[config.mk]
export PLATFORM = sky130hd
export DESIGN_NAME = nested_escaped_token_finder_unit
export DESIGN_NICKNAME = d
export VERILOG_FILES = /design/src/netf_pkg.sv /design/src/nested_escaped_token_finder_unit.sv /design/src/netf_ctrl.sv /design/src/netf_dp.sv
export SDC_FILE = /design/constraint.sdc
export NUM_CORES = 1
export LEC_CHECK = 0
export BUFFER_PORTS_ARGS = -buffer_cell sky130_fd_sc_hd__buf_2
export CAP_MARGIN = 20
export CORE_ASPECT_RATIO = 0.75
export CORE_MARGIN = 3
export CORE_UTILIZATION = 29
export CTS_CLUSTER_SIZE = 10
export DETAILED_ROUTE_END_ITERATION = 10
export GPL_ROUTABILITY_DRIVEN = 0
export HOLD_SLACK_MARGIN = 0.02
export PLACE_DENSITY_LB_ADDON = 0.12
export SYNTH_ARGS = -nofsm -noshare
export SYNTH_HDL_FRONTEND = slang
export SYNTH_HIERARCHICAL = 1
export SYNTH_SLANG_ARGS = --single-unit
export TNS_END_PERCENT = 10
[constraint.sdc]
create_clock -name aclk -period 22.5 [get_ports aclk]
set_input_delay 2.25 -clock aclk [delete_from_list [all_inputs] [get_ports aclk]]
set_output_delay 2.25 -clock aclk [all_outputs]
set_load 0.03 [all_outputs]
[src/netf_pkg.sv]
// Shared types, constants and helpers for the nested escaped token finder.
// No dependencies; imported by every module of the block.
package netf_pkg;

    // Defaults for the top-level parameters
    localparam int DEF_INDEX_BITS      = 16;
    localparam int DEF_MAX_TOKEN_BYTES = 8;

    // Fixed geometry
    localparam int WIN_DEPTH     = 8;
    localparam int MAX_TAG_BYTES = 2;
    localparam int CFG_IDX_BITS  = 3;
    localparam int CFG_DATA_BITS = 64;

    localparam logic [7:0] ESC_BYTE = 8'h5C;

    // Register indexes
    localparam logic [CFG_IDX_BITS-1:0] REG_TOKEN_BYTES  = 3'd0;
    localparam logic [CFG_IDX_BITS-1:0] REG_TOKEN_LENGTH = 3'd1;
    localparam logic [CFG_IDX_BITS-1:0] REG_NEST_START   = 3'd2;
    localparam logic [CFG_IDX_BITS-1:0] REG_NEST_END     = 3'd3;
    localparam logic [CFG_IDX_BITS-1:0] REG_TAG_LENGTHS  = 3'd4;
    localparam logic [CFG_IDX_BITS-1:0] REG_SEARCH_MODE  = 3'd5;
    localparam logic [CFG_IDX_BITS-1:0] REG_FROM_INDEX   = 3'd6;
    localparam logic [CFG_IDX_BITS-1:0] REG_TO_INDEX     = 3'd7;

    typedef enum logic {
        ST_IDLE,
        ST_SCAN
    } state_t;

    // Result of one scan step
    typedef enum logic [1:0] {
        OC_CONTINUE,
        OC_STALL,
        OC_HALT,
        OC_MATCH
    } outcome_t;

    typedef struct packed {
        logic accept;   // load the incoming item
        logic step;     // apply one scan step
        logic finish;   // close the item: emit result, clear on last
    } cmd_t;

    typedef struct packed {
        outcome_t outcome;
        logic     active;   // search neither matched nor halted
        logic     pending;  // finishing now produces a result
        logic     out_busy; // output register full and not taken
    } status_t;

    // Lead byte of a double-byte character
    function automatic logic is_lead(input logic [7:0] b);
        return (b >= 8'h81 && b <= 8'h9F) || (b >= 8'hE0 && b <= 8'hFC);
    endfunction

    // Tag length saturated to the tag width
    function automatic logic [1:0] sat_tag(input logic [1:0] l);
        return (l > 2'(MAX_TAG_BYTES)) ? 2'(MAX_TAG_BYTES) : l;
    endfunction

endpackage

[src/nested_escaped_token_finder_unit.sv]
// Top level of the nested escaped token finder: controller plus datapath.
// Depends on netf_pkg, netf_ctrl and netf_dp.
//
//  channel | signals                          | item
//  s_      | s_tvalid s_tready s_tdata s_tlast | one source byte, tlast = last byte
//  m_      | m_tvalid m_tready m_tdata m_tuser | one search result, tuser = found
//  cfg_    | cfg_we cfg_index cfg_data         | one register write
//
// Each byte is accepted, then scanned for as many steps as the byte allows
// (each step moves the scan 1 to 3 bytes), then finished. On the last byte
// the scan does not stall and runs to a match or the search range end.
// Reset (aresetn, synchronous, active low) clears control state and config.
// A result waits in an output register; a second result stalls the finish.
module nested_escaped_token_finder_unit #(
    parameter int INDEX_BITS      = netf_pkg::DEF_INDEX_BITS,
    parameter int MAX_TOKEN_BYTES = netf_pkg::DEF_MAX_TOKEN_BYTES
) (
    input  logic                               aclk,
    input  logic                               aresetn,
    input  logic                               s_tvalid,
    output logic                               s_tready,
    input  logic [7:0]                         s_tdata,   // src_byte
    input  logic                               s_tlast,   // last_byte
    output logic                               m_tvalid,
    input  logic                               m_tready,
    output logic [15:0]                        m_tdata,   // match_index
    output logic                               m_tuser,   // found
    input  logic                               cfg_we,
    input  logic [netf_pkg::CFG_IDX_BITS-1:0]  cfg_index,
    input  logic [netf_pkg::CFG_DATA_BITS-1:0] cfg_data
);
    import netf_pkg::*;

    cmd_t    cmd;
    status_t status;

    netf_ctrl u_ctrl (
        .aclk     (aclk),
        .aresetn  (aresetn),
        .s_tvalid (s_tvalid),
        .s_tready (s_tready),
        .status   (status),
        .cmd      (cmd)
    );

    netf_dp #(
        .INDEX_BITS      (INDEX_BITS),
        .MAX_TOKEN_BYTES (MAX_TOKEN_BYTES)
    ) u_dp (
        .aclk      (aclk),
        .aresetn   (aresetn),
        .cfg_we    (cfg_we),
        .cfg_index (cfg_index),
        .cfg_data  (cfg_data),
        .s_byte    (s_tdata),
        .s_last    (s_tlast),
        .m_tvalid  (m_tvalid),
        .m_tready  (m_tready),
        .m_tdata   (m_tdata),
        .m_tuser   (m_tuser),
        .cmd       (cmd),
        .status    (status)
    );

endmodule

[src/netf_ctrl.sv]
// Controller for the token finder: sequences accept, scan steps and finish.
// Depends on netf_pkg.
module netf_ctrl (
    input  logic             aclk,
    input  logic             aresetn,
    input  logic             s_tvalid,
    output logic             s_tready,
    input  netf_pkg::status_t status,
    output netf_pkg::cmd_t    cmd
);
    import netf_pkg::*;

    state_t state_reg, state_next;

    // State register
    always_ff @(posedge aclk) begin
        if (!aresetn) begin
            state_reg <= ST_IDLE;
        end else begin
            state_reg <= state_next;
        end
    end

    // Next state
    always_comb begin
        state_next = state_reg;
        unique case (state_reg)
            ST_IDLE: begin
                if (s_tvalid) state_next = ST_SCAN;
            end
            ST_SCAN: begin
                if (!(status.active && status.outcome == OC_CONTINUE) &&
                    !(status.pending && status.out_busy)) begin
                    state_next = ST_IDLE;
                end
            end
            default: state_next = ST_IDLE;
        endcase
    end

    // Outputs; nothing is taken while reset is held
    always_comb begin
        cmd      = '0;
        s_tready = 1'b0;
        unique case (state_reg)
            ST_IDLE: begin
                s_tready   = aresetn;
                cmd.accept = s_tvalid && aresetn;
            end
            ST_SCAN: begin
                if (status.active && status.outcome == OC_CONTINUE) begin
                    cmd.step = 1'b1;
                end else if (!(status.pending && status.out_busy)) begin
                    cmd.finish = 1'b1;
                end
            end
            default: ;
        endcase
    end

endmodule

[src/netf_dp.sv]
// Datapath for the token finder: config registers, lookahead window,
// scan position, nesting depth and the result register. Depends on netf_pkg.
module netf_dp #(
    parameter int INDEX_BITS      = netf_pkg::DEF_INDEX_BITS,
    parameter int MAX_TOKEN_BYTES = netf_pkg::DEF_MAX_TOKEN_BYTES
) (
    input  logic                               aclk,
    input  logic                               aresetn,
    input  logic                               cfg_we,
    input  logic [netf_pkg::CFG_IDX_BITS-1:0]  cfg_index,
    input  logic [netf_pkg::CFG_DATA_BITS-1:0] cfg_data,
    input  logic [7:0]                         s_byte,
    input  logic                               s_last,
    output logic                               m_tvalid,
    input  logic                               m_tready,
    output logic [15:0]                        m_tdata,
    output logic                               m_tuser,
    input  netf_pkg::cmd_t                     cmd,
    output netf_pkg::status_t                  status
);
    import netf_pkg::*;

    // Position width: room for 16-bit indexes plus a short overrun
    localparam int PW = ((INDEX_BITS > 16) ? INDEX_BITS : 16) + 2;
    localparam logic [INDEX_BITS-1:0] LEN_MAX = {INDEX_BITS{1'b1}};

    // Configuration registers
    logic [63:0] tok_reg;
    logic [3:0]  tok_len_reg;
    logic [15:0] start_tag_reg, end_tag_reg;
    logic [3:0]  tag_len_reg;
    logic [1:0]  mode_reg;
    logic [15:0] from_reg, to_reg;

    always_ff @(posedge aclk) begin
        if (!aresetn) begin
            tok_reg       <= '0;
            tok_len_reg   <= 4'd1;
            start_tag_reg <= '0;
            end_tag_reg   <= '0;
            tag_len_reg   <= '0;
            mode_reg      <= '0;
            from_reg      <= '0;
            to_reg        <= '0;
        end else if (cfg_we) begin
            unique case (cfg_index)
                REG_TOKEN_BYTES:  tok_reg       <= cfg_data;
                REG_TOKEN_LENGTH: tok_len_reg   <= cfg_data[3:0];
                REG_NEST_START:   start_tag_reg <= cfg_data[15:0];
                REG_NEST_END:     end_tag_reg   <= cfg_data[15:0];
                REG_TAG_LENGTHS:  tag_len_reg   <= cfg_data[3:0];
                REG_SEARCH_MODE:  mode_reg      <= cfg_data[1:0];
                REG_FROM_INDEX:   from_reg      <= cfg_data[15:0];
                REG_TO_INDEX:     to_reg        <= cfg_data[15:0];
                default: ;
            endcase
        end
    end

    // Search state
    logic [7:0]            win_reg [WIN_DEPTH];
    logic [INDEX_BITS-1:0] bp_reg;
    logic [PW-1:0]         scan_reg;
    logic [15:0]           depth_reg;
    logic                  done_reg, halted_reg, last_reg;
    logic                  valid_reg, found_reg;
    logic [15:0]           idx_reg;

    // Derived config
    logic          nest, esc;
    logic [1:0]    sl, el;
    logic [3:0]    tl, w;
    logic [PW-1:0] bp_ext, tl_ext;

    always_comb begin
        nest   = mode_reg[0];
        esc    = mode_reg[1];
        sl     = sat_tag(tag_len_reg[1:0]);
        el     = sat_tag(tag_len_reg[3:2]);
        tl     = (tok_len_reg > 4'(MAX_TOKEN_BYTES)) ? 4'(MAX_TOKEN_BYTES) : tok_len_reg;
        w      = (tl < 4'd2) ? 4'd2 : tl;
        bp_ext = PW'(bp_reg);
        tl_ext = PW'(tl);
    end

    // Window lanes aligned to the scan position; unreceived bytes read zero
    logic [7:0] lane [WIN_DEPTH];

    always_comb begin
        for (int k = 0; k < WIN_DEPTH; k++) begin
            if (scan_reg + PW'(k) < bp_ext) begin
                lane[k] = win_reg[3'(scan_reg[2:0] + 3'(k))];
            end else begin
                lane[k] = 8'h00;
            end
        end
    end

    // One scan step
    outcome_t      outcome;
    logic [PW-1:0] end_pos, lim, p_next;
    logic [15:0]   depth_next;
    logic          start_hit, end_hit, tok_hit;

    always_comb begin
        start_hit = lane[0] == start_tag_reg[7:0] &&
                    (sl <= 2'd1 || lane[1] == start_tag_reg[15:8]);
        end_hit   = lane[0] == end_tag_reg[7:0] &&
                    (el <= 2'd1 || lane[1] == end_tag_reg[15:8]);
        tok_hit   = 1'b1;
        for (int k = 0; k < MAX_TOKEN_BYTES; k++) begin
            if (4'(k) < tl && lane[k] != tok_reg[8*k +: 8]) tok_hit = 1'b0;
        end
        lim     = bp_ext - tl_ext + PW'(1);
        end_pos = PW'(to_reg);
        if (last_reg && lim < end_pos) end_pos = lim;

        outcome    = OC_CONTINUE;
        depth_next = depth_reg;
        p_next     = scan_reg + (is_lead(lane[0]) ? PW'(2) : PW'(1));
        if (nest && (sl == 2'd0 || el == 2'd0)) begin
            outcome = OC_HALT;
        end else if (last_reg && bp_ext < tl_ext) begin
            outcome = OC_HALT;
        end else if (scan_reg >= end_pos) begin
            outcome = OC_HALT;
        end else if (!last_reg && bp_ext < scan_reg + PW'(w)) begin
            outcome = OC_STALL;
        end else if (esc && lane[0] == ESC_BYTE) begin
            p_next = scan_reg + (is_lead(lane[1]) ? PW'(3) : PW'(2));
        end else if (nest && start_hit) begin
            p_next = scan_reg + PW'(sl);
            if (depth_reg != 16'hFFFF) depth_next = depth_reg + 16'd1;
        end else if (nest && depth_reg != 16'd0 && end_hit) begin
            p_next     = scan_reg + PW'(el);
            depth_next = depth_reg - 16'd1;
        end else if (depth_reg == 16'd0 && tok_hit) begin
            outcome = OC_MATCH;
        end
    end

    // Status to the controller
    logic match_now;

    always_comb begin
        match_now       = !done_reg && !halted_reg && outcome == OC_MATCH;
        status.outcome  = outcome;
        status.active   = !done_reg && !halted_reg;
        status.pending  = match_now || (last_reg && !done_reg);
        status.out_busy = valid_reg && !m_tready;
    end

    // Accept-time view of the search state (a new search starts at the from index)
    logic          new_search, eff_done, eff_halt, win_wr;
    logic [PW-1:0] eff_scan;

    always_comb begin
        new_search = bp_reg == '0;
        eff_scan   = new_search ? PW'(from_reg) : scan_reg;
        eff_done   = new_search ? 1'b0 : done_reg;
        eff_halt   = new_search ? (from_reg == to_reg) : halted_reg;
        win_wr     = bp_reg != LEN_MAX && !eff_done && !eff_halt &&
                     bp_ext >= eff_scan && bp_ext < eff_scan + PW'(WIN_DEPTH);
    end

    // Window write
    always_ff @(posedge aclk) begin
        if (cmd.accept && win_wr) begin
            win_reg[bp_reg[2:0]] <= s_byte;
        end
    end

    // Search control state
    always_ff @(posedge aclk) begin
        if (!aresetn) begin
            bp_reg     <= '0;
            scan_reg   <= '0;
            depth_reg  <= '0;
            done_reg   <= 1'b0;
            halted_reg <= 1'b0;
            last_reg   <= 1'b0;
        end else if (cmd.accept) begin
            last_reg   <= s_last;
            scan_reg   <= eff_scan;
            done_reg   <= eff_done;
            halted_reg <= eff_halt;
            if (new_search) depth_reg <= '0;
            if (bp_reg != LEN_MAX) bp_reg <= bp_reg + INDEX_BITS'(1);
        end else if (cmd.step) begin
            scan_reg  <= p_next;
            depth_reg <= depth_next;
        end else if (cmd.finish) begin
            if (match_now) done_reg <= 1'b1;
            if (status.active && outcome == OC_HALT) halted_reg <= 1'b1;
            if (last_reg) begin
                bp_reg     <= '0;
                depth_reg  <= '0;
                done_reg   <= 1'b0;
                halted_reg <= 1'b0;
            end
        end
    end

    // Result register
    always_ff @(posedge aclk) begin
        if (!aresetn) begin
            valid_reg <= 1'b0;
        end else if (cmd.finish && status.pending) begin
            valid_reg <= 1'b1;
        end else if (m_tready) begin
            valid_reg <= 1'b0;
        end
    end

    always_ff @(posedge aclk) begin
        if (cmd.finish && status.pending) begin
            found_reg <= match_now;
            idx_reg   <= match_now ? scan_reg[15:0] : 16'd0;
        end
    end

    assign m_tvalid = valid_reg;
    assign m_tdata  = idx_reg;
    assign m_tuser  = found_reg;

endmodule
### Word level (Yosys, flattened, before mapping)

Memories as Yosys holds them, arrays and structs flattened. A register that Yosys moved wholly into a read port is not among the register bits.
Cells that the tools add are included.

* $add $sub $neg: 25
* order comparisons: 36
* eq/ne operators: 35
* muxes and demuxes: 84
* bitwise logic cells: 1
* reductions and logical operators: 79

Operator list (number)
* $mux 16: 16
* $mux 18: 11
* $lt 18x16->1: 9
* $add 18x3->18 const B: 4
* $mux 8: 8
* $ne 8x8->1: 8
* $logic_and 1x1->1: 38
* $add 18x1->18 const B: 2
* $add 18x18->18: 2
* $add 18x2->18: 2
* $add 18x2->18 const B: 2
* $lt 16x18->1: 2
* $add 16x1->16 const B: 2
* $eq 8x8->1: 4
* $ge 8x8->1 const B: 4
* $le 8x8->1 const B: 4
* $logic_not 16->1: 2
* $mux 1: 32
* $ne 16x16->1 const B: 2
* $mux 2: 12
* $add 18x4->18: 1
* $add 18x4->18 const B: 1
* $ge 16x18->1: 1
* $ge 18x18->1: 1
* other kinds (39): 90

* register bits after elaboration: 210
* memory bits (writable): 64
* bits of input ports: 81
* output and inout port bits: 19
* logic and storage cells: 279
* memories kept: 1

Memories
* u_dp.win_reg: depth 8, bits a word 8, rd ports 8, clocked after Yosys merged registers in 1, wr ports 1, line netf_dp.sv:61 `logic [7:0] win_reg [WIN_DEPTH];`

### Logic depth before layout (Yosys ltp)

* word-level depth: 32
* gate-level depth with buffers: 47
* gate-level depth less buffers: 44

### Modules after synthesis

Netlist, hierarchy kept.

Modules (own cells, without submodules)
* netf_dp: instances 1, cells each 2914, area an instance 24838.8 um2, sequential area each 6336.1 um2
* netf_ctrl: instances 1, cells each 10, area an instance 70.1 um2, sequential area each 20.0 um2

### Least setup slack after synthesis

OpenSTA, ideal clock, no wires.

* path type: reg-to-reg
* start point: register u_dp.tok_len_reg[3]
* end point: register u_dp.depth_reg[9]
* setup time: 70 ps
* data arrival time: 8433 ps
* required time: 22430 ps
* setup slack: 13997 ps
* stages on the path, launching flop included: 42
* path buffers: 2
* period minus slack after synthesis: 8503 ps
* cells stage by stage: dfxtp_1 -> clkbuf_1 -> nor2b_1 -> ha_1 -> inv_1 -> fa_1 -> a21o_1 -> a21oi_1 -> nand2_1 -> nor3_1 -> xnor2_1 -> and3_1 -> o21ai_0 -> nor2_1 -> a311oi_1 -> a21oi_1 -> xnor2_1 -> ha_1 -> [6 not listed] -> nor2b_1 -> o21a_1 -> o21a_1 -> o21a_1 -> o21ai_0 -> a311o_1 -> nand3_1 -> o21bai_1 -> or3b_1 -> nor2_1 -> clkinv_1 -> nor2_1 -> a21oi_1 -> a21boi_0 -> inv_1 -> o21a_2 -> or4b_1 -> a21oi_1

RTL lines
* start: declaration: line netf_dp.sv:29 `logic [3:0] tok_len_reg;`
* start signal: assignment: line netf_dp.sv:48 `REG_TOKEN_LENGTH: tok_len_reg <= cfg_data[3:0];`
* end signal: assignment: line netf_dp.sv:191 `depth_reg <= depth_next;`
* end: declaration: line netf_dp.sv:64 `logic [15:0] depth_reg;`

==> flow_summary_export.csv <==
group,metric,value,unit
cells_and_area,final_core_util,33.0,%
yosys,synth_top_family_by_area,"simple AND/OR/NAND/NOR gates",
yosys,syn_area,0.0249,mm2
clock_tree,cts_hold_buf,0,
setup_path,rrSetupSlack,12020,ps
die,rows,92,
min_path,hold_class,"flip-flop to flip-flop",
yosys,yosys.cell_types.count,102,
setup_path,critPathKind,"flip-flop to flip-flop",
min_path,hold_end,"u_dp/start_tag_reg[7]",
clock_tree,cts_tree,"built",
setup_path,start_kind,"flip-flop",
global_routing,grt_pass1_wl,151,mm
setup_path,path_delay_family,"simple AND/OR/NAND/NOR gates",
clock_tree,cts_made_buffers,36,
die,die_area,0.0895,mm2
yosys,syn_avg_cell_area,8.52,um2
setup_path,path_max_fanout,24,
setup_path,cp_slowest_cell,"nor2_1",
global_routing,grt_overflow,0,
cells_and_area,final_area,0.0279,mm2
routing,vias_per_cell,5.63,
yosys,synth_top_area_share,15.8,%
die,start_util,29.4,%
cells_and_area,regArea,0.00636,mm2
timing,final.setup_skew,22.6,ps
setup_path,max_stage_delay,640,ps
global_routing,antenna_found_initial,2,
cells_and_area,drive_gt1_share,11.8,%
yosys,yosys-top-cells-area,"dfxtp_1 (16%), ha_1 (12%), edfxtp_1 (9.8%)",
setup_path,cp.arrival,10990,ps
timing,finalHoldViolations,0,
clock_tree,clk_pin_slew,60,ps
clock_tree,post_cts_resize_count,0,
die,die_w,344,um
yosys,synthCells,2924,
clock_tree,cts_buffer_depth,3,
cells_and_area,fillers,8847,
pwr,power_density,64.1,mW/mm2
routing,ant_nets,0,
yosys,synthAdderAreaFrac,12.3,%
global_routing,grt_pass1_vias,22168,
yosys,muxShareOfSynthArea,12.3,%
global_routing,grt_max_degree,66,
place,place_inst,4074,
timing,slew_viol_final,0,
die,fp.dieH,260,um
place,io_buffer_count,99,
cells_and_area,final_cells,4138,
yosys,synth-simple-area-share,20.0,%
setup_path,crit_top_cell,"a21oi_1",
yosys,ys_ff_latch,277,
clock_tree,cts_root_buffer,"clkbuf_16",
cells_and_area,area_delta_synth_final,12.1,%
pwr,leakage,10.7,nW
yosys,synth_edf_count,81,
yosys,synth_compound_area_share,16.9,%
routing,maxUsedRoutingLayer,"met5",
timing,worst_slack,12020,ps
cells_and_area,multi_input_area,0.0176,mm2
routing,totalWireLength,104,mm
routing,dr.pass1.iters,6,
clock_tree,worst_skew_pair.late_latency,590,ps
timing,post-route-period-util,46.6,%
setup_path,timing.rr.start,"u_dp/bp_reg[0]",
min_path,min_path_cells,2,
flow_run,cap_violations,0,
setup_path,reg2reg_depth,40,
routing,wl_met1,48.9,mm
setup_path,timing.critical_path.buf_inv,5,
timing,rsz0062_at_grt,"no",
pwr,ir_worst_vdd,41.2,uV
yosys,ys.flop_type,"dfxtp_1",
yosys,synth_warnings,6,
timing,max_freq,95.4,MHz
clock_tree,htree_num_levels,2,
setup_path,rr_endpoint,"u_dp/depth_reg[9]",
setup_path,worstPathRequired,23010,ps
routing,post-route-drc-count,0,
clock_tree,postCtsSetupBuffers,0,
global_routing,grt_use_total,22.6,%
yosys,seq_area_frac_synth,25.5,%
yosys,synth_top_area_cell,"dfxtp_1",
routing,via_count,23302,
setup_path,cp-end-kind,"flip-flop",
place,detailedPlace.worstSlack,12210,ps
routing,drt-initial-drc-count,2317,
die,num_io_pins,100,
routing,met3_length,9.83,mm
routing,wl_met2,42.5,mm
clock_tree,cts_sinks,277,
timing,tns,0,ps
cells_and_area,diodes,0,
place,place_area,0.0267,mm2
min_path,min-delay-start,"u_dp/start_tag_reg[7]",
yosys,synthXorXnorAreaFrac,8.97,%
timing,min_period,10480,ps
timing,maxSlewHeadroom,13.5,%
yosys,async_flop_share,0,%
routing,wl_per_cell,25.1,um
die,core,0.0846,mm2
timing,setup_violations,0,
outcome,status,"complete, no violations",
cells_and_area,fin_nets,3311,
place,dp_hpwl,78.9,mm
timing,worstMarginPinSlew,1280,ps
## per-stage QoR
step / total power, mW / hold slack, ps
6_report: 1.79 / 466
3_5_place_dp: 1.21 / 458
2_1_floorplan: 0.995 / 446
3_3_place_gp: 1.20 / 463
4_1_cts: 1.80 / 466
5_1_grt: 1.88 / 505
## power by group
part           switching (mW)  internal, mW
combinational           0.414         0.256
sequential             0.0232         0.525
clock                   0.247         0.326
total                   0.684          1.11
## worst min-delay path, cell delays in order (launching register included)
cell	delay [ps]
dfxtp_1	310
nand2_1	50
a21oi_1	50
## layout by cell type, fill, tap and decap left out, drive strengths merged, types with 10 or more instances in the layout
cell	count
clkbuf	53
and3	15
a2111oi	13
a211o	10
o21a	32
mux2i	105
edfxtp	81
ha	236
a21oi	244
o21ai	109
nor3	68
xnor2	135
o22ai	10
buf	168
a31oi	25
xor2	120
inv	103
nand4	40
a21o	55
and4	10
and2	24
o32ai	10
dfxtp	196
o211ai	15
nand3	75
nand2b	22
nor2b	26
mux4	80
nor3b	18
a22oi	10
nand2	458
a211oi	33
a21boi	10
nor2	211
a311oi	12
or3	11
nor4	23
## logic make-up (layout without fill, tap and decap cells)
logic type	count (synthesis)	after routing
simple gates	1053	1053
flops	277	277
xor+xnor	255	255
compound gates	655	655
mux	192	192
other cells	1	2
fa+ha+maj	242	242
buf+inv	249	334
## worst max path at each step
stage,slack (ps),startpoint,end,cells past startpoint
final,12020,u_dp/bp_reg[0],u_dp/depth_reg[9],40
after global routing,10990,u_dp/tok_len_reg[0],u_dp/depth_reg[9],40
after CTS,12130,u_dp/tok_len_reg[0],u_dp/depth_reg[9],40
after global placement,12550,u_dp/tok_len_reg[0],u_dp/bp_reg[13],45
after detailed placement,12210,u_dp/tok_len_reg[0],u_dp/depth_reg[9],40
after floorplan,14000,u_dp/tok_len_reg[3],u_dp/depth_reg[9],41
## routing by layer
layer  GRT usage (%)  vias to the layer above
li1                -                    10796
met1            33.2                    11372
met2            32.6                      995
met3            5.97                      137
met4            5.63                        2
met5               0                        -
## cell usage after synthesis, types with 9 or more instances
| library cell | count |
|---|---|
| mux4_2 | 70 |
| ha_1 | 236 |
| buf_2 | 24 |
| nand3_1 | 74 |
| nor3_1 | 67 |
| nor2_1 | 210 |
| nor4_1 | 23 |
| a31oi_1 | 25 |
| nand2b_1 | 22 |
| nand2_1 | 457 |
| o21a_1 | 31 |
| nor3b_1 | 14 |
| o32ai_1 | 10 |
| nor2b_1 | 26 |
| or3_1 | 10 |
| and2_1 | 24 |
| a211oi_1 | 31 |
| a311oi_1 | 11 |
| mux2i_1 | 94 |
| xor2_1 | 120 |
| o211ai_1 | 14 |
| dfxtp_1 | 196 |
| and3_1 | 15 |
| a22oi_1 | 10 |
| o21ai_0 | 104 |
| xnor2_1 | 135 |
| clkbuf_1 | 98 |
| or2_2 | 9 |
| a211o_1 | 10 |
| inv_1 | 98 |
| buf_1 | 15 |
| edfxtp_1 | 81 |
| and4_1 | 9 |
| a2111oi_0 | 9 |
| a21o_1 | 55 |
| nand4_1 | 39 |
| o22ai_1 | 10 |
| mux4_1 | 10 |
| a21oi_1 | 244 |
## cell type report
| cell class | count | area share (%) |
|---|---|---|
| Multi-Input combinational cell | 2399 | 63.0 |
| Sequential cell | 277 | 22.8 |
| Tap cell | 1128 | 5.05 |
| Timing Repair Buffer | 169 | 3.74 |
| Clock buffer | 52 | 3.62 |
| Inverter | 105 | 1.42 |
| Clock inverter | 8 | 0.426 |
Power figures use the tool's default switching activity.
